`src/hdl/clnw_pkg.sv`:
```
`timescale 1ns / 1ps
`default_nettype none
// ----------------------------------------------------------------------------
// clnw_pkg: shared types and constants of the character-LCD nibble writer
// Request and command codes, status codes, bus words, the job descriptor
// passed from front to back, and the init word table.
// ----------------------------------------------------------------------------
package clnw_pkg;

    // configuration port
    localparam int CFG_INDEX_W = 2;
    localparam int CFG_DATA_W  = 16;

    localparam logic [CFG_INDEX_W-1:0] CFG_ROW_LENGTH   = 2'd0;
    localparam logic [CFG_INDEX_W-1:0] CFG_ROW_COUNT    = 2'd1;
    localparam logic [CFG_INDEX_W-1:0] CFG_WORD_HOLD_US = 2'd2;

    localparam logic [5:0]  ROW_LENGTH_RST   = 6'd16;
    localparam logic [1:0]  ROW_COUNT_RST    = 2'd2;
    localparam logic [15:0] WORD_HOLD_US_RST = 16'd2000;

    // request types
    localparam logic [1:0] REQ_CHAR = 2'd0;
    localparam logic [1:0] REQ_POS  = 2'd1;
    localparam logic [1:0] REQ_CMD  = 2'd2;

    // command codes
    localparam logic [2:0] CMD_INIT  = 3'd0;
    localparam logic [2:0] CMD_ON    = 3'd1;
    localparam logic [2:0] CMD_OFF   = 3'd2;
    localparam logic [2:0] CMD_CLEAR = 3'd3;
    localparam logic [2:0] CMD_HOME  = 3'd4;

    // status codes
    localparam logic [1:0] STATUS_OK      = 2'd0;
    localparam logic [1:0] STATUS_BAD_COL = 2'd1;
    localparam logic [1:0] STATUS_BAD_ROW = 2'd2;
    localparam logic [1:0] STATUS_UNKNOWN = 2'd3;

    // bus words: bit 9 RS, bit 8 RW, bits 7:0 data
    localparam logic [9:0] WORD_DATA       = 10'h200;
    localparam logic [9:0] WORD_SET_DDRAM  = 10'h080;
    localparam logic [9:0] WORD_ROW2_START = 10'h0C0;
    localparam logic [9:0] WORD_FUNC_4BIT  = 10'h020;
    localparam logic [9:0] WORD_FUNC_2LINE = 10'h028;
    localparam logic [9:0] WORD_DISP_OFF   = 10'h008;
    localparam logic [9:0] WORD_CLEAR      = 10'h001;
    localparam logic [9:0] WORD_ENTRY_MODE = 10'h006;
    localparam logic [9:0] WORD_DISP_ON    = 10'h00F;
    localparam logic [9:0] WORD_HOME       = 10'h002;

    // timing
    localparam logic [15:0] NIBBLE_HOLD_US = 16'd1;
    localparam logic [15:0] INIT_PAUSE_US  = 16'd60000;
    localparam logic [16:0] INIT_EXTRA_US  = 17'd8000;

    // beat sequencing of the back end
    localparam int          STEP_W         = 5;
    localparam logic [4:0]  INIT_LAST_STEP = 5'd16;
    localparam logic [4:0]  WORD_LAST_ONE  = 5'd1;
    localparam logic [4:0]  WORD_LAST_TWO  = 5'd3;

    typedef enum logic [1:0] {
        JOB_STATUS,
        JOB_WORD,
        JOB_INIT
    } job_kind_t;

    typedef struct packed {
        job_kind_t  kind;
        logic [1:0] status;
        logic       two_words;
        logic [9:0] word0;
        logic [9:0] word1;
    } job_t;

    function automatic logic [9:0] init_word(input logic [2:0] idx);
        logic [9:0] w;
        unique case (idx)
            3'd0:    w = WORD_FUNC_4BIT;
            3'd1:    w = WORD_FUNC_4BIT;
            3'd2:    w = WORD_FUNC_4BIT;
            3'd3:    w = WORD_FUNC_2LINE;
            3'd4:    w = WORD_DISP_OFF;
            3'd5:    w = WORD_CLEAR;
            3'd6:    w = WORD_ENTRY_MODE;
            default: w = WORD_DISP_ON;
        endcase
        return w;
    endfunction

endpackage
`default_nettype wire

```
`src/hdl/clnw_if.sv`:
```
`timescale 1ns / 1ps
`default_nettype none
// ----------------------------------------------------------------------------
// clnw_if: request and result channels
// Valid/ready channels carrying one request or one bus result per beat.
// ----------------------------------------------------------------------------
interface clnw_req_if;
    logic       valid;
    logic       ready;
    logic [1:0] req_type;
    logic [7:0] char_code;
    logic [5:0] column;
    logic [1:0] row;
    logic [2:0] cmd_code;

    modport source (output valid, req_type, char_code, column, row, cmd_code,
                    input ready);
    modport sink   (input valid, req_type, char_code, column, row, cmd_code,
                    output ready);
endinterface

interface clnw_res_if;
    logic        valid;
    logic        ready;
    logic        strobe_res;
    logic        reg_select;
    logic        read_write;
    logic [3:0]  nibble;
    logic [15:0] hold_us;
    logic [1:0]  status;
    logic        last;

    modport source (output valid, strobe_res, reg_select, read_write, nibble,
                    hold_us, status, last, input ready);
    modport sink   (input valid, strobe_res, reg_select, read_write, nibble,
                    hold_us, status, last, output ready);
endinterface
`default_nettype wire

```
`src/hdl/clnw_front.sv`:
```
`timescale 1ns / 1ps
`default_nettype none
// ----------------------------------------------------------------------------
// clnw_front: request decoder
// Accepts requests, checks them, keeps the string character count and
// turns each request into one job for the back end.
// ----------------------------------------------------------------------------
module clnw_front (
    input  wire logic          clk,
    input  wire logic          rst_n,
    clnw_req_if.sink           req,
    input  wire logic [5:0]    row_length,
    input  wire logic [1:0]    row_count,
    input  wire logic          queue_full,
    output logic               push,
    output clnw_pkg::job_t     job
);

    logic [7:0] count_reg;
    logic [7:0] count_next;
    logic [7:0] char_inc;

    assign req.ready = !queue_full;
    assign push      = req.valid && !queue_full;
    assign char_inc  = count_reg + 8'd1;

    always_comb
    begin
        job            = '0;
        job.kind       = clnw_pkg::JOB_STATUS;
        job.status     = clnw_pkg::STATUS_OK;
        count_next     = count_reg;
        unique case (req.req_type)
            clnw_pkg::REQ_CHAR:
            begin
                if (req.char_code == 8'd0)
                begin
                    count_next = 8'd0;
                end
                else
                begin
                    count_next    = char_inc;
                    job.kind      = clnw_pkg::JOB_WORD;
                    job.word0     = clnw_pkg::WORD_DATA | {2'b00, req.char_code};
                    job.word1     = clnw_pkg::WORD_ROW2_START;
                    // wrap to row two once the row is full
                    job.two_words = (char_inc == {2'b00, row_length})
                                    && (row_count >= 2'd2);
                end
            end
            clnw_pkg::REQ_POS:
            begin
                if (req.column >= row_length)
                    job.status = clnw_pkg::STATUS_BAD_COL;
                else if (req.row >= row_count)
                    job.status = clnw_pkg::STATUS_BAD_ROW;
                else
                begin
                    job.kind  = clnw_pkg::JOB_WORD;
                    // 7-bit address: row 2 aliases onto row 0
                    job.word0 = clnw_pkg::WORD_SET_DDRAM
                                | {3'b000, req.row[0], req.column};
                end
            end
            clnw_pkg::REQ_CMD:
            begin
                job.kind = clnw_pkg::JOB_WORD;
                unique case (req.cmd_code)
                    clnw_pkg::CMD_INIT:  job.kind  = clnw_pkg::JOB_INIT;
                    clnw_pkg::CMD_ON:    job.word0 = clnw_pkg::WORD_DISP_ON;
                    clnw_pkg::CMD_OFF:   job.word0 = clnw_pkg::WORD_DISP_OFF;
                    clnw_pkg::CMD_CLEAR: job.word0 = clnw_pkg::WORD_CLEAR;
                    clnw_pkg::CMD_HOME:  job.word0 = clnw_pkg::WORD_HOME;
                    default:
                    begin
                        job.kind   = clnw_pkg::JOB_STATUS;
                        job.status = clnw_pkg::STATUS_UNKNOWN;
                    end
                endcase
            end
            default:
            begin
                job.status = clnw_pkg::STATUS_UNKNOWN;
            end
        endcase
    end

    always_ff @(posedge clk or negedge rst_n)
    begin
        if (!rst_n)
            count_reg <= 8'd0;
        else if (push)
            count_reg <= count_next;
    end

endmodule
`default_nettype wire

```
`src/hdl/clnw_job_fifo.sv`:
```
`timescale 1ns / 1ps
`default_nettype none
// ----------------------------------------------------------------------------
// clnw_job_fifo: job queue
// Short first-in first-out queue of decoded jobs between front and back.
// ----------------------------------------------------------------------------
module clnw_job_fifo #(
    parameter int DEPTH = 4
) (
    input  wire logic           clk,
    input  wire logic           rst_n,
    input  wire logic           push,
    input  clnw_pkg::job_t      push_job,
    input  wire logic           pop,
    output logic                full,
    output logic                head_valid,
    output clnw_pkg::job_t      head_job
);

    localparam int PTR_W = (DEPTH > 1) ? $clog2(DEPTH) : 1;
    localparam int CNT_W = $clog2(DEPTH + 1);
    localparam logic [PTR_W-1:0] PTR_LAST = PTR_W'(DEPTH - 1);
    localparam logic [CNT_W-1:0] CNT_FULL = CNT_W'(DEPTH);

    clnw_pkg::job_t     mem [DEPTH];
    logic [PTR_W-1:0]   wr_ptr_reg;
    logic [PTR_W-1:0]   rd_ptr_reg;
    logic [CNT_W-1:0]   count_reg;

    assign full       = (count_reg == CNT_FULL);
    assign head_valid = (count_reg != '0);
    assign head_job   = mem[rd_ptr_reg];

    always_ff @(posedge clk)
    begin
        if (push)
            mem[wr_ptr_reg] <= push_job;
    end

    always_ff @(posedge clk or negedge rst_n)
    begin
        if (!rst_n)
        begin
            wr_ptr_reg <= '0;
            rd_ptr_reg <= '0;
            count_reg  <= '0;
        end
        else
        begin
            if (push)
                wr_ptr_reg <= (wr_ptr_reg == PTR_LAST) ? '0 : wr_ptr_reg + 1'b1;
            if (pop)
                rd_ptr_reg <= (rd_ptr_reg == PTR_LAST) ? '0 : rd_ptr_reg + 1'b1;
            if (push && !pop)
                count_reg <= count_reg + 1'b1;
            else if (pop && !push)
                count_reg <= count_reg - 1'b1;
        end
    end

endmodule
`default_nettype wire

```
`src/hdl/clnw_back.sv`:
```
`timescale 1ns / 1ps
`default_nettype none
// ----------------------------------------------------------------------------
// clnw_back: nibble sequencer
// Expands the head job into result beats, one per cycle while res is
// ready, through a registered output stage.
// ----------------------------------------------------------------------------
module clnw_back (
    input  wire logic          clk,
    input  wire logic          rst_n,
    input  wire logic          head_valid,
    input  clnw_pkg::job_t     head_job,
    input  wire logic [15:0]   word_hold_us,
    output logic               pop,
    clnw_res_if.source         res
);

    logic [clnw_pkg::STEP_W-1:0] step_reg;
    logic [clnw_pkg::STEP_W-1:0] step_next;
    logic [clnw_pkg::STEP_W-1:0] init_pos;
    logic        valid_reg;
    logic        load;

    logic        beat_strobe;
    logic        beat_rs;
    logic [3:0]  beat_nibble;
    logic [15:0] beat_hold;
    logic [1:0]  beat_status;
    logic        beat_last;
    logic [9:0]  word;
    logic        lo;
    logic [16:0] long_sum;
    logic [15:0] long_hold;

    logic        strobe_reg;
    logic        rs_reg;
    logic [3:0]  nibble_reg;
    logic [15:0] hold_reg;
    logic [1:0]  status_reg;
    logic        last_reg;

    assign load      = !valid_reg || res.ready;
    assign pop       = load && head_valid && beat_last;
    assign init_pos  = step_reg - 5'd1;
    assign long_sum  = {1'b0, word_hold_us} + clnw_pkg::INIT_EXTRA_US;
    assign long_hold = long_sum[16] ? 16'hFFFF : long_sum[15:0];

    always_comb
    begin
        beat_strobe = 1'b0;
        beat_rs     = 1'b0;
        beat_nibble = 4'd0;
        beat_hold   = 16'd0;
        beat_status = clnw_pkg::STATUS_OK;
        beat_last   = 1'b0;
        word        = 10'd0;
        lo          = 1'b0;
        unique case (head_job.kind)
            clnw_pkg::JOB_STATUS:
            begin
                beat_status = head_job.status;
                beat_last   = 1'b1;
            end
            clnw_pkg::JOB_WORD:
            begin
                word        = step_reg[1] ? head_job.word1 : head_job.word0;
                lo          = step_reg[0];
                beat_strobe = 1'b1;
                beat_rs     = word[9];
                beat_nibble = lo ? word[3:0] : word[7:4];
                beat_hold   = lo ? word_hold_us : clnw_pkg::NIBBLE_HOLD_US;
                beat_last   = (step_reg == (head_job.two_words ?
                               clnw_pkg::WORD_LAST_TWO : clnw_pkg::WORD_LAST_ONE));
            end
            clnw_pkg::JOB_INIT:
            begin
                if (step_reg == '0)
                begin
                    beat_hold = clnw_pkg::INIT_PAUSE_US;
                end
                else
                begin
                    word        = clnw_pkg::init_word(init_pos[3:1]);
                    lo          = init_pos[0];
                    beat_strobe = 1'b1;
                    beat_rs     = word[9];
                    beat_nibble = lo ? word[3:0] : word[7:4];
                    if (!lo)
                        beat_hold = clnw_pkg::NIBBLE_HOLD_US;
                    else if (init_pos[3:1] == 3'd0)
                        beat_hold = long_hold;
                    else
                        beat_hold = word_hold_us;
                end
                beat_last = (step_reg == clnw_pkg::INIT_LAST_STEP);
            end
            default:
            begin
                beat_status = clnw_pkg::STATUS_UNKNOWN;
                beat_last   = 1'b1;
            end
        endcase
    end

    assign step_next = beat_last ? '0 : step_reg + 5'd1;

    always_ff @(posedge clk or negedge rst_n)
    begin
        if (!rst_n)
        begin
            valid_reg <= 1'b0;
            step_reg  <= '0;
        end
        else if (load)
        begin
            valid_reg <= head_valid;
            if (head_valid)
                step_reg <= step_next;
        end
    end

    always_ff @(posedge clk)
    begin
        if (load && head_valid)
        begin
            strobe_reg <= beat_strobe;
            rs_reg     <= beat_rs;
            nibble_reg <= beat_nibble;
            hold_reg   <= beat_hold;
            status_reg <= beat_status;
            last_reg   <= beat_last;
        end
    end

    assign res.valid      = valid_reg;
    assign res.strobe_res = strobe_reg;
    assign res.reg_select = rs_reg;
    assign res.read_write = 1'b0;
    assign res.nibble     = nibble_reg;
    assign res.hold_us    = hold_reg;
    assign res.status     = status_reg;
    assign res.last       = last_reg;

`ifndef SYNTH
    // the only beat that is neither a transfer nor final is the init pause
    a_pause_only_in_init: assert property (@(posedge clk) disable iff (!rst_n)
        res.valid && !res.strobe_res && !res.last |-> res.hold_us == clnw_pkg::INIT_PAUSE_US)
        else $error("non-final pause beat with wrong hold");

    // an error status closes its request and sends nothing
    a_status_alone: assert property (@(posedge clk) disable iff (!rst_n)
        res.valid && res.status != clnw_pkg::STATUS_OK |-> res.last && !res.strobe_res)
        else $error("error status on a transfer or non-final beat");

    // the beat counter never runs past the longest sequence
    a_step_bound: assert property (@(posedge clk) disable iff (!rst_n)
        step_reg <= clnw_pkg::INIT_LAST_STEP)
        else $error("beat counter overrun");

    // a job only leaves the queue on a beat that is loaded
    a_pop_loads: assert property (@(posedge clk) disable iff (!rst_n)
        pop |=> res.valid && res.last)
        else $error("job popped without its final beat");
`endif

endmodule
`default_nettype wire

```
`src/hdl/char_lcd_nibble_writer.sv`:
```
`timescale 1ns / 1ps
`default_nettype none
// ----------------------------------------------------------------------------
// char_lcd_nibble_writer: 4-bit character-LCD bus writer
// Turns character, cursor-position and command requests into nibble
// transfers with RS/RW and hold times, upper nibble first.
// ----------------------------------------------------------------------------
//
//  Channel  Dir  Handshake     Beat
//  -------  ---  ------------  ---------------------------------------------
//  req      in   valid/ready   one request: type, char, column, row, command
//  res      out  valid/ready   one nibble transfer, pause or status result
//  cfg      in   write enable  one register write: index, data
//
//  A request is taken whenever the job queue has room; the
//  front decodes it and updates the string count at once.
//  The back emits one result beat per cycle, while res is ready, through its
//  output register: 1 beat for a status, 2 for a word, 4 for a word pair,
//  17 for init, so each request's beat count sets the sustained rate.
//  A stalled res holds its beat; the queue keeps taking requests until full.
//  Reset clears the queue, the output stage and the string count and loads
//  row_length 16, row_count 2 and word_hold_us 2000.
// ----------------------------------------------------------------------------
module char_lcd_nibble_writer #(
    parameter int QUEUE_DEPTH = 4
) (
    input  wire logic                              clk,
    input  wire logic                              rst_n,
    input  wire logic                              cfg_we,
    input  wire logic [clnw_pkg::CFG_INDEX_W-1:0]  cfg_index,
    input  wire logic [clnw_pkg::CFG_DATA_W-1:0]   cfg_data,
    clnw_req_if.sink                               req,
    clnw_res_if.source                             res
);

    // configuration registers
    logic [5:0]  row_length_reg;
    logic [1:0]  row_count_reg;
    logic [15:0] word_hold_us_reg;

    // front to queue to back
    clnw_pkg::job_t front_job;
    clnw_pkg::job_t head_job;
    logic           push;
    logic           pop;
    logic           queue_full;
    logic           head_valid;

    // register writes; an index beyond the list is ignored
    always_ff @(posedge clk or negedge rst_n)
    begin
        if (!rst_n)
        begin
            row_length_reg   <= clnw_pkg::ROW_LENGTH_RST;
            row_count_reg    <= clnw_pkg::ROW_COUNT_RST;
            word_hold_us_reg <= clnw_pkg::WORD_HOLD_US_RST;
        end
        else if (cfg_we)
        begin
            unique case (cfg_index)
                clnw_pkg::CFG_ROW_LENGTH:   row_length_reg   <= cfg_data[5:0];
                clnw_pkg::CFG_ROW_COUNT:    row_count_reg    <= cfg_data[1:0];
                clnw_pkg::CFG_WORD_HOLD_US: word_hold_us_reg <= cfg_data[15:0];
                default: ;
            endcase
        end
    end

    // decode: classifies each request and keeps the string count
    clnw_front u_front (
        .clk        (clk),
        .rst_n      (rst_n),
        .req        (req),
        .row_length (row_length_reg),
        .row_count  (row_count_reg),
        .queue_full (queue_full),
        .push       (push),
        .job        (front_job)
    );

    // short job queue decouples decode from the bus sequencer
    clnw_job_fifo #(
        .DEPTH (QUEUE_DEPTH)
    ) u_fifo (
        .clk        (clk),
        .rst_n      (rst_n),
        .push       (push),
        .push_job   (front_job),
        .pop        (pop),
        .full       (queue_full),
        .head_valid (head_valid),
        .head_job   (head_job)
    );

    // sequencer: walks the nibbles of the head job, one beat per cycle while res is ready
    clnw_back u_back (
        .clk          (clk),
        .rst_n        (rst_n),
        .head_valid   (head_valid),
        .head_job     (head_job),
        .word_hold_us (word_hold_us_reg),
        .pop          (pop),
        .res          (res)
    );

endmodule
`default_nettype wire
```
`src/flat_wrapper.sv`:
```
// flat-port wrapper written by rule: the top's interface ports become plain ports
module char_lcd_nibble_writer_flat 
#(
    parameter int QUEUE_DEPTH = 4
)
  (clk, rst_n, cfg_we, cfg_index, cfg_data, req_valid, req_req_type, req_char_code, req_column, req_row, req_cmd_code, req_ready, res_valid, res_strobe_res, res_reg_select, res_read_write, res_nibble, res_hold_us, res_status, res_last, res_ready);
  clnw_req_if req_i ();
  clnw_res_if res_i ();
  input  wire logic clk;
  input  wire logic rst_n;
  input  wire logic cfg_we;
  input  wire logic [clnw_pkg::CFG_INDEX_W-1:0] cfg_index;
  input  wire logic [clnw_pkg::CFG_DATA_W-1:0] cfg_data;
  input wire logic [$bits(req_i.valid)-1:0] req_valid;
  input wire logic [$bits(req_i.req_type)-1:0] req_req_type;
  input wire logic [$bits(req_i.char_code)-1:0] req_char_code;
  input wire logic [$bits(req_i.column)-1:0] req_column;
  input wire logic [$bits(req_i.row)-1:0] req_row;
  input wire logic [$bits(req_i.cmd_code)-1:0] req_cmd_code;
  output wire logic [$bits(req_i.ready)-1:0] req_ready;
  output wire logic [$bits(res_i.valid)-1:0] res_valid;
  output wire logic [$bits(res_i.strobe_res)-1:0] res_strobe_res;
  output wire logic [$bits(res_i.reg_select)-1:0] res_reg_select;
  output wire logic [$bits(res_i.read_write)-1:0] res_read_write;
  output wire logic [$bits(res_i.nibble)-1:0] res_nibble;
  output wire logic [$bits(res_i.hold_us)-1:0] res_hold_us;
  output wire logic [$bits(res_i.status)-1:0] res_status;
  output wire logic [$bits(res_i.last)-1:0] res_last;
  input wire logic [$bits(res_i.ready)-1:0] res_ready;
  assign req_i.valid = req_valid;
  assign req_i.req_type = req_req_type;
  assign req_i.char_code = req_char_code;
  assign req_i.column = req_column;
  assign req_i.row = req_row;
  assign req_i.cmd_code = req_cmd_code;
  assign req_ready = req_i.ready;
  assign res_valid = res_i.valid;
  assign res_strobe_res = res_i.strobe_res;
  assign res_reg_select = res_i.reg_select;
  assign res_read_write = res_i.read_write;
  assign res_nibble = res_i.nibble;
  assign res_hold_us = res_i.hold_us;
  assign res_status = res_i.status;
  assign res_last = res_i.last;
  assign res_i.ready = res_ready;
  char_lcd_nibble_writer #(.QUEUE_DEPTH(QUEUE_DEPTH)) u_core (.clk(clk), .rst_n(rst_n), .cfg_we(cfg_we), .cfg_index(cfg_index), .cfg_data(cfg_data), .req(req_i), .res(res_i));
endmodule
```
`config.mk`:
```
export PLATFORM = sky130hd
export DESIGN_NAME = char_lcd_nibble_writer_flat
export DESIGN_NICKNAME = d
export VERILOG_FILES = /design/src/hdl/clnw_pkg.sv /design/src/hdl/clnw_if.sv /design/src/hdl/clnw_front.sv /design/src/hdl/clnw_job_fifo.sv /design/src/hdl/clnw_back.sv /design/src/hdl/char_lcd_nibble_writer.sv /design/src/flat_wrapper.sv
export SDC_FILE = /design/constraint.sdc
export NUM_CORES = 1
export LEC_CHECK = 0
export ABC_AREA = 0
export BUFFER_PORTS_ARGS = -buffer_cell sky130_fd_sc_hd__buf_4
export CAP_MARGIN = 10
export CORE_MARGIN = 4
export CORE_UTILIZATION = 55
export CTS_BUF_LIST = sky130_fd_sc_hd__clkbuf_16
export DETAILED_ROUTE_END_ITERATION = 10
export PLACE_DENSITY = 0.84
export SETUP_SLACK_MARGIN = 0.2
export SLEW_MARGIN = 20
export SYNTH_ARGS = -nofsm -noshare
export SYNTH_HDL_FRONTEND = slang
export SYNTH_SLANG_ARGS = --single-unit
```
`constraint.sdc`:
```
create_clock -name clk -period 6.9 [get_ports clk]
set_input_delay 0.69 -clock clk [delete_from_list [all_inputs] [get_ports clk]]
set_output_delay 0.69 -clock clk [all_outputs]
set_load 0.1 [all_outputs]
```
Yosys cells after proc, flatten, opt, wreduce, memory -nomap -nowiden
Memories as Yosys holds them, arrays and structs flattened.
Index checks and enable logic that the tools add are counted.

cells by class
  add/sub/neg operators = 8
  multiply operators = 0
  divide/modulo/power cells = 0
  magnitude comparators = 3
  eq/ne operators = 22
  shifts and indexed selects = 0
  mux-type cells = 42
  bitwise gates (word level) = 0
  reduce and logical (&&, ||, !) cells = 29

operator list
  cell                                                  count
  2-to-1 mux 16 bit                                     5
  one-hot mux 16 bit (2 select lines)                   1
  one-hot mux 10 bit (3 select lines)                   1
  one-hot mux 6 bit (5 select lines)                    1
  2-to-1 mux 8 bit                                      3
  2-to-1 mux 21 bit                                     1
  2-to-1 mux 10 bit                                     2
  adder 16 x 13 -> 17 bit (second input constant)       1
  one-hot mux 4 bit (4 select lines)                    1
  equality test 3 bit (second input constant)           5
  equality test 3 x 2 -> 1 bit (second input constant)  4
  2-to-1 mux 2 bit                                      6
  2-to-1 mux 4 bit                                      3
  one-hot mux 2 bit (3 select lines)                    2
  equality test 2 bit (second input constant)           5
  AND reduction 2 bit                                   5
  adder 8 x 1 -> 8 bit (second input constant)          1
  equality test 8 x 6 -> 1 bit                          1
  logical NOT 8 bit                                     1
  one-hot mux 2 bit (2 select lines)                    2
  one-hot mux 4 bit (2 select lines)                    1
  2-to-1 mux 1 bit                                      7
  equality test 2 x 1 -> 1 bit (second input constant)  3
  equality test 3 x 1 -> 1 bit (second input constant)  2
  25 further kinds                                      40

storage, ports and cells
  register bits after elaboration = 70
  bits in latches = 0
  memory bits (writable) = 100
  memory bits (read-only) = 0
  input bits = 44
  output and inout bits = 28
  memories kept = 1

memory list
  name               depth  width  rd ports  clocked after Yosys merged registers in  write ports  RTL line             RTL
  u_core.u_fifo.mem  4      25     1         0                                        1            clnw_job_fifo.sv:25  clnw_pkg::job_t mem [DEPTH];

Longest topological paths before layout
Gate-level depths: netlist of the first run.
An unclocked memory read counts as a cell.

  depth in word-level cells = 8
  mapped depth = 16
  mapped depth without buffers = 14

Hierarchy
Synthesis of the first run repeated with hierarchy kept, for this count alone.

second synthesis, totals
  cells, all modules = 590
  area, all modules = 8360.5 µm²

by module, submodules not included
  module                  times used  cells each  area an instance (µm²)  seq. area each (µm²)
  clnw_job_fifo           1           168         4072.7                  3178.0
  clnw_back               1           225         2137.0                  900.9
  clnw_front              1           145         1174.9                  200.2
  char_lcd_nibble_writer  1           52          975.9                   610.6

Worst setup path after synthesis of the first run
Ideal clock, no wire load.

  kind = register -> register
  start = register u_core.u_fifo.rd_ptr_reg[0]
  end = register u_core.u_fifo.count_reg[1]
  setup time = 0.125 ns
  arrival = 3.382 ns
  data required time = 6.775 ns
  slack = 3.393 ns
  stages on the path, launching flop included = 15
  cells stage by stage = dfrtp_1 buf_6 buf_2 mux4_2 inv_1 ha_1 nor2b_1 a22o_1 o211ai_4 a21oi_2 inv_1 ha_1 inv_1 fa_1 mux2_2

on the way
  longest elaborated chain between the ends = 8

ends and longest elaborated chain
  what                                                    RTL line             RTL
  start: declaration                                      clnw_job_fifo.sv:27  logic [PTR_W-1:0] rd_ptr_reg;
  start signal: assignment                                clnw_job_fifo.sv:53  rd_ptr_reg <= (rd_ptr_reg == PTR_LAST) ? '0 : rd_ptr_reg + 1'b1;
  memory (4 x 25 bit) *                                   --
  2-to-1 mux 2 bit                                        clnw_back.sv:72      beat_last = (step_reg == (head_job.two_words ?
  equality test 5 x 2 -> 1 bit                            clnw_back.sv:72
  one-hot mux 1 bit (2 select lines) *                    clnw_back.sv:58      unique case (head_job.kind)
  logical AND 1 bit *                                     clnw_back.sv:43      assign pop = load && head_valid && beat_last;
  logical NOT 1 bit                                       clnw_job_fifo.sv:54  if (push && !pop)
  logical AND 1 bit                                       clnw_job_fifo.sv:54
  2-to-1 mux 3 bit or nonzero test 2 bit (tied branches)  --
  end signal: assignment                                  clnw_job_fifo.sv:55  count_reg <= count_reg + 1'b1;
  end signal: assignment                                  clnw_job_fifo.sv:57  count_reg <= count_reg - 1'b1;
  end: declaration                                        clnw_job_fifo.sv:28  logic [CNT_W-1:0] count_reg;

Mark *: on every way between the ends. The rest lies on a longest branch, timed or not.
A chain may end at the register's enable or synchronous reset.

Worst setup path after layout of the first run
Ends and elaborated chain as after synthesis.

==> results of run 1 <==
[per-layer routing]
layer | vias up | global-route usage, % | share of wire [%]
li1 | 2136 | - | -
met5 | - | 0 | 0
met2 | 235 | 37.38 | 50
met3 | 38 | 5.379 | 7.5
met4 | 0 | 8.059 | 1.9
met1 | 2251 | 29.20 | 41
[placed cells by master (no fill, tap or decap), types with 4 or more instances in the layout]
master,count
edfxtp_1,81
buf_4,70
nand2_1,47
dfrtp_1,37
o21ai_0,35
inv_1,33
a21oi_1,32
nor2_1,24
ha_1,22
mux2_2,20
clkbuf_16,17
nor3_1,15
nand3_1,15
mux4_2,13
a31oi_1,10
xnor2_1,9
and3_1,9
dfstp_2,8
o31ai_1,7
o211ai_1,6
o32ai_1,5
xor2_1,5
o21ai_1,5
inv_6,5
nand4_1,4
clkinv_4,4
[report_power, final]
part / internal [mW] / switching, mW
Clock: 0.573 / 0.338
Sequential: 1.07 / 0.177
Combinational: 0.496 / 1.14
Total: 2.14 / 1.66
[cell type report]
| cell class | count | share of cell area [%] |
|---|---|---|
| Clock buffer | 17 | 5.618 |
| Clock inverter | 15 | 2.445 |
| Timing Repair Buffer | 70 | 6.940 |
| Tap cell | 140 | 2.313 |
| Inverter | 35 | 1.735 |
| Sequential cell | 126 | 47.12 |
| Multi-Input combinational cell | 348 | 33.82 |
[worst max-delay path: cells and delay by family (launching register included)]
kind | cells | cell delay, ns
mux | 2 | 0.89
compound gates | 3 | 0.61
fa+ha+maj | 3 | 0.90
simple gates | 1 | 0.40
flops | 1 | 0.95
buf+inv | 3 | 0.25
[worst min-delay path by stage]
| stage | from | end | slack [ns] | cells after the start |
|---|---|---|---|---|
| after floorplan | rst_n | u_core.row_count_reg[0] | 0.39 | 0 |
| after global placement | u_core.u_back.res.valid | u_core.u_back.res.valid | 0.48 | 2 |
| after detailed placement | u_core.u_back.res.valid | u_core.u_back.res.valid | 0.49 | 2 |
| after CTS | rst_n | u_core.row_length_reg[0] | 0.28 | 1 |
| after global routing | rst_n | u_core.row_length_reg[0] | 0.32 | 1 |
| final | rst_n | u_core.row_length_reg[0] | 0.27 | 1 |
[through the flow]
step	utilization [%]	worst slack (ns)	hold slack [ns]
5_1_grt	68.35	2.505	0.3176
6_report	68.35	2.794	0.2658
3_5_place_dp	62.80	2.847	0.4854
3_3_place_gp	62.80	2.975	0.4751
4_1_cts	68.31	2.787	0.2847
2_1_floorplan	-	3.393	0.3944
[cells in the mapped netlist, types with 3 or more instances]
| library cell | n | area (um2) |
|---|---|---|
| nor2b_1 | 3 | 18.77 |
| and3_1 | 9 | 56.30 |
| a21oi_1 | 32 | 160.2 |
| o21ai_1 | 5 | 25.02 |
| xor2_1 | 5 | 43.79 |
| a31oi_1 | 10 | 62.56 |
| buf_2 | 3 | 15.01 |
| nor4b_1 | 3 | 26.28 |
| inv_1 | 33 | 123.9 |
| nand3b_1 | 3 | 22.52 |
| mux2_2 | 20 | 225.2 |
| nand3_1 | 15 | 75.07 |
| dfstp_2 | 8 | 210.2 |
| edfxtp_1 | 81 | 2432 |
| nor3_1 | 15 | 75.07 |
| o31ai_1 | 7 | 52.55 |
| o32ai_1 | 5 | 43.79 |
| mux4_2 | 13 | 292.8 |
| o211ai_1 | 6 | 45.04 |
| o21ai_0 | 35 | 175.2 |
| or4_1 | 3 | 22.52 |
| mux2i_1 | 3 | 30.03 |
| o21a_1 | 3 | 22.52 |
| nand2_1 | 47 | 176.4 |
| a21o_1 | 3 | 22.52 |
| o22ai_1 | 3 | 18.77 |
| nor2_1 | 24 | 90.09 |
| nand2b_1 | 3 | 18.77 |
| a211oi_1 | 3 | 22.52 |
| nand4_1 | 4 | 25.02 |
| dfrtp_1 | 37 | 925.9 |
| clkbuf_1 | 13 | 48.80 |
| xnor2_1 | 9 | 78.83 |
| ha_1 | 22 | 275.3 |
[logic make-up (layout without fill, tap and decap cells)]
kind of cell | count (synthesis) | after routing | synth area share [%]
muxes | 39 | 39 | 9.399
buffers and inverters | 55 | 137 | 3.547
adders and majority gates | 23 | 23 | 4.650
DFF | 126 | 126 | 56.20
and+or+nand+nor | 143 | 143 | 11.31
AOI/OAI and AO/OA | 128 | 128 | 12.91
xor gates and xnor gates | 14 | 14 | 1.931
other | 1 | 1 | 0.05906
==> metrics.txt, run 1 <==
status=finished clean; Post-DP Area=6957 um2; Worst-Margin Slew=1.045 ns; fmax=243.5 MHz; register area share after synthesis=56.20%; Reg2Reg Depth=12; first-pass GRT wire length=23.20 mm; number of distinct library cells after synthesis=68; r2r setup slk=2.79 ns; Worst Setup SP=u_core.u_fifo.rd_ptr_reg[0]; Worst Setup EP=u_core.u_fifo.count_reg[1]; Layout Nets=665; Antenna Cells=0; number of synthesized register bits=126; clk_skew=0.006969 ns; Power Density=501.3 nW/um2; CORE AREA=11080 um2; die width=115.5 um; minimum clock period=4.106 ns; Final ANT Viol Nets=0; die area=13330 um2; TritonCTS buffer count=17; RSZ-0062 raised after global routing=no; DR DRC count=0; fin. max-slew vios=0; Yosys Warn Count=0; placed instance count=719; total track usage=22.54%; H-tree levels=4; final worst-path cycle share=59.51%; DR WL/cell=19.09 um; fin cells=751; fillers=767; register area=3568 um2; CP Data Required Time=7.20 ns; WS Path Type=register to register; max-cap viol count=0; clock buffer depth=2; clk root buf=clkbuf_16; clock sinks=126; Hold Path Class=input pin to async pin; CP dominant cell by count=inv_1; drt pass-1 iters=6; Worst R2R End=u_core.u_fifo.count_reg[1]; overflow left after global routing=0; Vias/cell=6.205; final setup fails=0; Post-synth top flop=edfxtp_1; initial core utilization=57.32%; routed wire length=14.33 mm; Post CTS Setup Buffer Count=0; setup TNS=0 ns; CP max stage delay=0.95 ns; Power Total=3.796 mW; Hold Fails Final Rpt=0; global placement routability congestion=0.9477; initial antenna violation count=0; area delta synth->final=19.25%; area of the multi-input gates=2561 um2; max FFs per register=56; row count=38; Die Y=115.5 um; I/O Buffers=70; Syn Area/Cell=12.00 um2; Worst setup EP type=register; Post-Syn Area=6350 um2; worst r2r src=u_core.u_fifo.rd_ptr_reg[0]; hold buffers post-CTS=0; slowest CP cell=dfrtp_1; I/O Pins=72; DPL Wire Length=9.851 mm; worst-path fanout max=17; CP Cell Sequence=mux4_2 -> inv_1 -> ha_1 -> nor2b_1 -> a22o_1 -> o211ai_4 -> a21oi_2 -> inv_1 -> ha_1 -> inv_1 -> fa_1 -> mux2_2; largest net degree at the start of global routing=46; Leakage=2.987 nW; clk slew on worst S/H paths=0.06 ns; vias=4660; clock latency at the later pin of the worst-skew pair=0.42 ns; CP arrival=4.40 ns; share of post-route cells with drive strength above 1=24.71%; vias in the first global route=4618; design area=7572 um2; 1st-iter DRT viols=453; IR drop worst, VDD=0.3991 mV; FFs w/ async S/R, synth=35.71%; total nets after synthesis=596; CTS tree=done; Synth Instances=529; crit path launch type=register; number of gates resized after cts=0; Slew HR=30.27%; Post-synth EDFFs=81
Note: power is estimated with default switching activity, not from simulation.
==> run 2: changes to the inputs <==
clock period = 3.9 ns   (was 6.9 ns; I/O delays follow)
==> run 2 against run 1 <==
First-iteration DRC count decreased by 18%. Non-clock buffer count up 6. Flip-flop and latch count unchanged. Clock-buffer cell count stayed put. Worst hold slack worse by 0.075 ns. Register-to-register slack worse by 2.3 ns. Final cell count grew 0.80%.
==> metrics.txt, run 2 (same netlist as run 1, synthesis figures left out) <==
status=finished clean; Hold Path Class=input pin to register; Vias/cell=6.162 (-0.69%); RSZ-0062 raised after global routing=no; slowest CP cell=mux4_2; fillers=763 (-0.52%); met1 usage=27.65% (-1.6 points); Power Density=894.7 nW/um2 (+78%); CORE AREA=11080 um2 (unchanged); clock power share=24.8% (+0.8 points); final setup fails=0 (unchanged); WS Path Type=register to register; largest net degree at the start of global routing=46 (unchanged); die width=115.5 um (unchanged); H-tree levels=4 (unchanged); Buf/Inv on CP=3 (unchanged); total track usage=22.66% (+0.12 points); max FFs per register=56 (unchanged); first-pass GRT wire length=22.86 mm (-1.5%); busiest grt layer=met2; grt met3 use=6.736% (+1.4 points); Antenna Cells=0 (unchanged); final worst-path cycle share=88.26% (+29 points); Hold Fails Final Rpt=0 (unchanged); initial antenna violation count=0 (unchanged); crit-path leading delay family=adder cells; sequential power share=31.4% (-1.4 points); CP Cell Sequence=mux4_2 -> inv_1 -> ha_1 -> nor2b_1 -> a22o_1 -> o211ai_4 -> a21oi_2 -> inv_1 -> ha_1 -> inv_1 -> fa_1 -> mux2_2; die area=13330 um2 (unchanged); clock latency at the later pin of the worst-skew pair=0.42 ns (about the same); Worst-Margin Slew=1.039 ns (-0.005784 ns); row count=38 (unchanged); Layout Nets=671 (+0.90%); overflow left after global routing=0 (unchanged); setup TNS=0 ns (unchanged); worst-path fanout max=6 (-11); met2 Usage GRT=37.54% (+0.15 points); IR drop worst, VDD=0.7538 mV (+89%); CP max stage delay=0.58 ns (-0.37 ns); dpl ws=0.5022 ns (-2.345 ns); crit path launch type=register; clk root buf=clkbuf_16; initial core utilization=57.32% (unchanged); vias=4665 (+0.11%); sw frac=42.39% (-1.3 points); DR DRC count=0 (unchanged); Die Y=115.5 um (unchanged); vias in the first global route=4709 (+2.0%); switching pwr=2.899 mW (+75%); most common cell after layout, fill and taps aside=edfxtp_1; minimum clock period=3.442 ns (-0.6642 ns); CTS tree=done; Post CTS Setup Buffer Count=0 (unchanged); DR WL/cell=18.84 um (-1.3%); CP dominant cell by count=inv_1; Final ANT Viol Nets=0 (unchanged); Final Core Density=69.01% (+0.66 points); clk slew on worst S/H paths=0.06 ns (about the same); Comb pwr share=43.7% (+0.5 points); clock sinks=126 (unchanged); Final WS setup=0.4578 ns (-2.336 ns); commonest non-fill, non-tap cells in the layout=edfxtp_1 (81), buf_4 (75), nand2_1 (47); TritonCTS buffer count=17 (unchanged); I/O Pins=72 (unchanged); drt pass-1 iters=5 (-1); Slew HR=30.65% (+0.39 points); DPL Wire Length=9.891 mm (+0.41%); 1st-iter DRT viols=372 (-18%); CP Data Required Time=4.20 ns (-3.00 ns); global placement routability congestion=0.9433 (-0.46%); number of gates resized after cts=0 (unchanged); Hold WS=0.1904 ns (-0.07537 ns); area delta synth->final=20.39%; fin. max-slew vios=0 (unchanged); fmax=290.5 MHz (+19%); internal power=3.941 mW (+84%); clk_skew=0.009251 ns (+0.002282 ns); routed wire length=14.27 mm (-0.48%); CP arrival=3.74 ns (-0.66 ns); share of post-route cells with drive strength above 1=24.80% (+0.084 points); clock buffer depth=2 (unchanged); Worst setup EP type=register; I/O Buffers=70 (unchanged); Leakage=3.021 nW (+1.1%); max-cap viol count=0 (unchanged)
run 2: worst register-to-register path: cells and delay by family, from the launching register on:
kind,cells,cell delay [ns]
compound gates,3,0.54
fa+ha+maj,3,0.92
buf+inv,3,0.25
flops,1,0.55
mux,2,0.86
simple gates,1,0.20
run 2: area by class of cell:
type,instances,area (um2),area share [%]
Clock buffer,17,425.4,5.565
Clock inverter,15,215.2,2.815
Inverter,35,131.4,1.718
Multi-Input combinational cell,348,2556,33.44
Sequential cell,126,3568,46.68
Tap cell,140,175.2,2.291
Timing Repair Buffer,76,573.1,7.496
run 2: path summary, 6_finish.rpt:
| kind | startpoint | endpoint | slack [ns] | cells after the start |
|---|---|---|---|---|
| worst max-delay path | u_core.u_fifo.rd_ptr_reg[0] | u_core.u_fifo.count_reg[1] | 0.46 | 12 |
| worst min-delay path | cfg_data[2] | u_core.row_length_reg[2] | 0.19 | 3 |
| worst max register to register | u_core.u_fifo.rd_ptr_reg[0] | u_core.u_fifo.count_reg[1] | 0.46 | 12 |
| worst min register to register | u_core.u_back.res.valid | u_core.u_back.res.valid | 0.52 | 2 |
| max in group asynchronous | rst_n | u_core.u_back.step_reg[3] | 2.97 | 2 |
| min in group asynchronous | rst_n | u_core.row_length_reg[0] | 0.51 | 2 |
run 2: what timing repair did:
action,4_1_cts,5_1_grt
setup endpoints to repair,0,0
endpoints found under the hold margin,31,0
hold buffers,1,0
run 2: power groups by stage:
stage / clock network [mW] / registers, mW / logic (mW)
3_3_place_gp: 0 / 2.14 / 2.87
3_5_place_dp: 0 / 2.17 / 2.94
6_report: 1.70 / 2.15 / 2.99
4_1_cts: 1.71 / 2.15 / 2.98
5_1_grt: 1.78 / 2.19 / 3.22
2_1_floorplan: 0 / 2.92 / 1.50
run 2: routing by layer:
layer,vias up,routed length [um]
li1,2144,-
met1,2258,5616
met2,232,7212
met3,31,1102
met4,0,334
met5,-,0
run 2: per-stage QoR:
stage | total power, mW | instances | instance area (um2)
finish | 6.840 | 757 | 7645
global route | 7.183 | 757 | 7645
CTS | 6.843 | 757 | 7645
detailed placement | 5.110 | 724 | 6994
global placement | 5.013 | 724 | 6994
floorplan | 4.425 | 529 | 6350
==> run 3: changes to the inputs <==
BUFFER_PORTS_ARGS = unset   (was -buffer_cell sky130_fd_sc_hd__buf_4)
DONT_BUFFER_PORTS = 1   (was unset)
PLACE_DENSITY = 0.78   (was 0.84)
==> run 3 against run 2 <==
Fmax increased by 6.2%. Clock power decreased by 2%. Worst setup slack improved by 0.20 ns. Clock-buffer cell count unchanged. Worst hold slack worse by 0.10 ns. Critical path depth shrank 5. Sequential share of layout area up 3.4 points. Routed wire length decreased by 4.7%. Largest power group is now sequential cells.
==> metrics.txt, run 3 (same netlist as run 1, synthesis figures left out) <==
status=finished clean; DPL Wire Length=9.413 mm (-4.8%); clock power share=25.2% (+0.4 points); final worst-path cycle share=83.08% (-5.2 points); setup TNS=0 ns (unchanged); internal power=3.698 mW (-6.2%); vias in the first global route=4312 (-8.4%); Final WS setup=0.6599 ns (+0.2020 ns); Die Y=115.5 um (unchanged); CP Data Required Time=4.13 ns (-0.07 ns); global placement routability congestion=0.8954 (-5.1%); clk_skew=0.005988 ns (-0.003263 ns); clock buffer depth=2 (unchanged); Layout Nets=602 (-10%); TritonCTS buffer count=17 (unchanged); max FFs per register=56 (unchanged); Leakage=2.697 nW (-11%); commonest non-fill, non-tap cells in the layout=edfxtp_1 (81), nand2_1 (47), dfrtp_1 (37); Antenna Cells=0 (unchanged); routed wire length=13.59 mm (-4.7%); fin. max-slew vios=0 (unchanged); crit path launch type=register; initial core utilization=57.32% (unchanged); final setup fails=0 (unchanged); vias=4386 (-6.0%); worst-path fanout max=17 (+11); RSZ-0062 raised after global routing=no; IR drop worst, VDD=0.7303 mV (-3.1%); Post CTS Setup Buffer Count=0 (unchanged); DR WL/cell=19.75 um (+4.8%); Worst-Margin Slew=1.099 ns (+0.06022 ns); I/O Buffers=0 (-100%); hold buffers post-CTS=2 (+1); first-pass GRT wire length=21.75 mm (-4.9%); clock latency at the later pin of the worst-skew pair=0.42 ns (about the same); sequential power share=45.8% (+14 points); switching pwr=2.862 mW (-1.3%); initial antenna violation count=0 (unchanged); CTS tree=done; Met2 Wirelength=6.598 mm (-8.5%); DRT met1 WL=5.615 mm (about the same); H-tree levels=4 (unchanged); WL met3=1.067 mm (-3.2%); CP arrival=3.47 ns (-0.27 ns); minimum clock period=3.240 ns (-0.2020 ns); total track usage=21.46% (-1.2 points); Power Density=920.3 nW/um2 (+2.9%); sw frac=43.63% (+1.2 points); Hold Fails Final Rpt=0 (unchanged); die width=115.5 um (unchanged); Hold Path Class=input pin to register; overflow left after global routing=0 (unchanged); Slew HR=26.63% (-4.0 points); WS Path Type=register to register; Vias/cell=6.375 (+3.4%); share of post-route cells with drive strength above 1=15.51% (-9.3 points); area delta synth->final=12.26%; fmax=308.6 MHz (+6.2%); clk root buf=clkbuf_16; register area=3568 um2 (unchanged); DR DRC count=0 (unchanged); die area=13330 um2 (unchanged); CORE AREA=11080 um2 (unchanged); largest net degree at the start of global routing=46 (unchanged); 1st-iter DRT viols=471 (+27%); drt pass-1 iters=5 (unchanged); area of the multi-input gates=2556 um2 (unchanged); max-cap viol count=0 (unchanged); dpl ws=0.6656 ns (+0.1634 ns); I/O Pins=72 (unchanged); row count=38 (unchanged); highest routed layer=met4; Worst setup EP type=register; Final ANT Viol Nets=0 (unchanged); Comb pwr share=29.0% (-15 points); number of gates resized after cts=0 (unchanged); fillers=798 (+4.6%); clk slew on worst S/H paths=0.06 ns (about the same); most common cell after layout, fill and taps aside=edfxtp_1; clock sinks=126 (unchanged)
run 3: critical path, stage by stage, from the launching register on:
cell	delay, ns
dfrtp_1	0.64
inv_2	0.23
ha_1	0.46
or3b_1	0.42
o31ai_4	0.58
and2_1	0.29
nand3_1	0.19
a21oi_1	0.24
run 3: per-layer routing:
layer | vias to the layer above | GRT usage (%)
met2 | 205 | 34.34
li1 | 1998 | -
met1 | 2150 | 27.37
met4 | 0 | 9.624
met5 | - | 0
met3 | 33 | 6.162
run 3: path summary, 6_finish.rpt:
path                                       startpoint                           end  slack, ns  cells after the start
setup reg to reg            u_core.u_back.step_reg[0]  u_core.u_back.res.hold_us[2]       0.66                      7
setup / recovery            u_core.u_back.step_reg[0]  u_core.u_back.res.hold_us[2]       0.66                      7
min in group asynchronous                       rst_n       u_core.row_count_reg[0]       0.46                      2
max in group asynchronous                       rst_n    u_core.word_hold_us_reg[6]       3.16                      2
hold reg to reg            u_core.u_fifo.count_reg[2]    u_core.u_fifo.count_reg[2]       0.49                      1
hold / removal                            cfg_data[4]      u_core.row_length_reg[4]       0.09                      2
run 3: stage by stage:
step           hold slack (ns)  cell area (um2)  total power, mW  std cells  utilization, %
6_report               0.09073             7128            6.560        688           64.34
3_5_place_dp           0.09584             6469            4.880        654           58.39
3_3_place_gp           0.09630             6469            4.816        654           58.39
5_1_grt                0.08029             7128            6.877        688           64.34
4_1_cts                0.07617             7128            6.571        688           64.34
2_1_floorplan          0.09441             6350            4.425        529               -
run 3: area by class of cell:
type / count / share of cell area [%]
inverters: 35 / 1.843
clock buffers: 17 / 5.968
well taps: 140 / 2.457
clock inverters: 15 / 2.756
repair buffers: 7 / 1.053
multi-input cells: 348 / 35.86
flip-flops and latches: 126 / 50.06
run 3: power by group through the flow:
| stage | sequential (mW) | clock (mW) | combinational [mW] |
|---|---|---|---|
| floorplan | 2.92 | 0 | 1.50 |
| global placement | 3.01 | 0 | 1.81 |
| detailed placement | 3.03 | 0 | 1.85 |
| CTS | 3.01 | 1.67 | 1.89 |
| global route | 3.05 | 1.73 | 2.09 |
| finish | 3.00 | 1.66 | 1.90 |
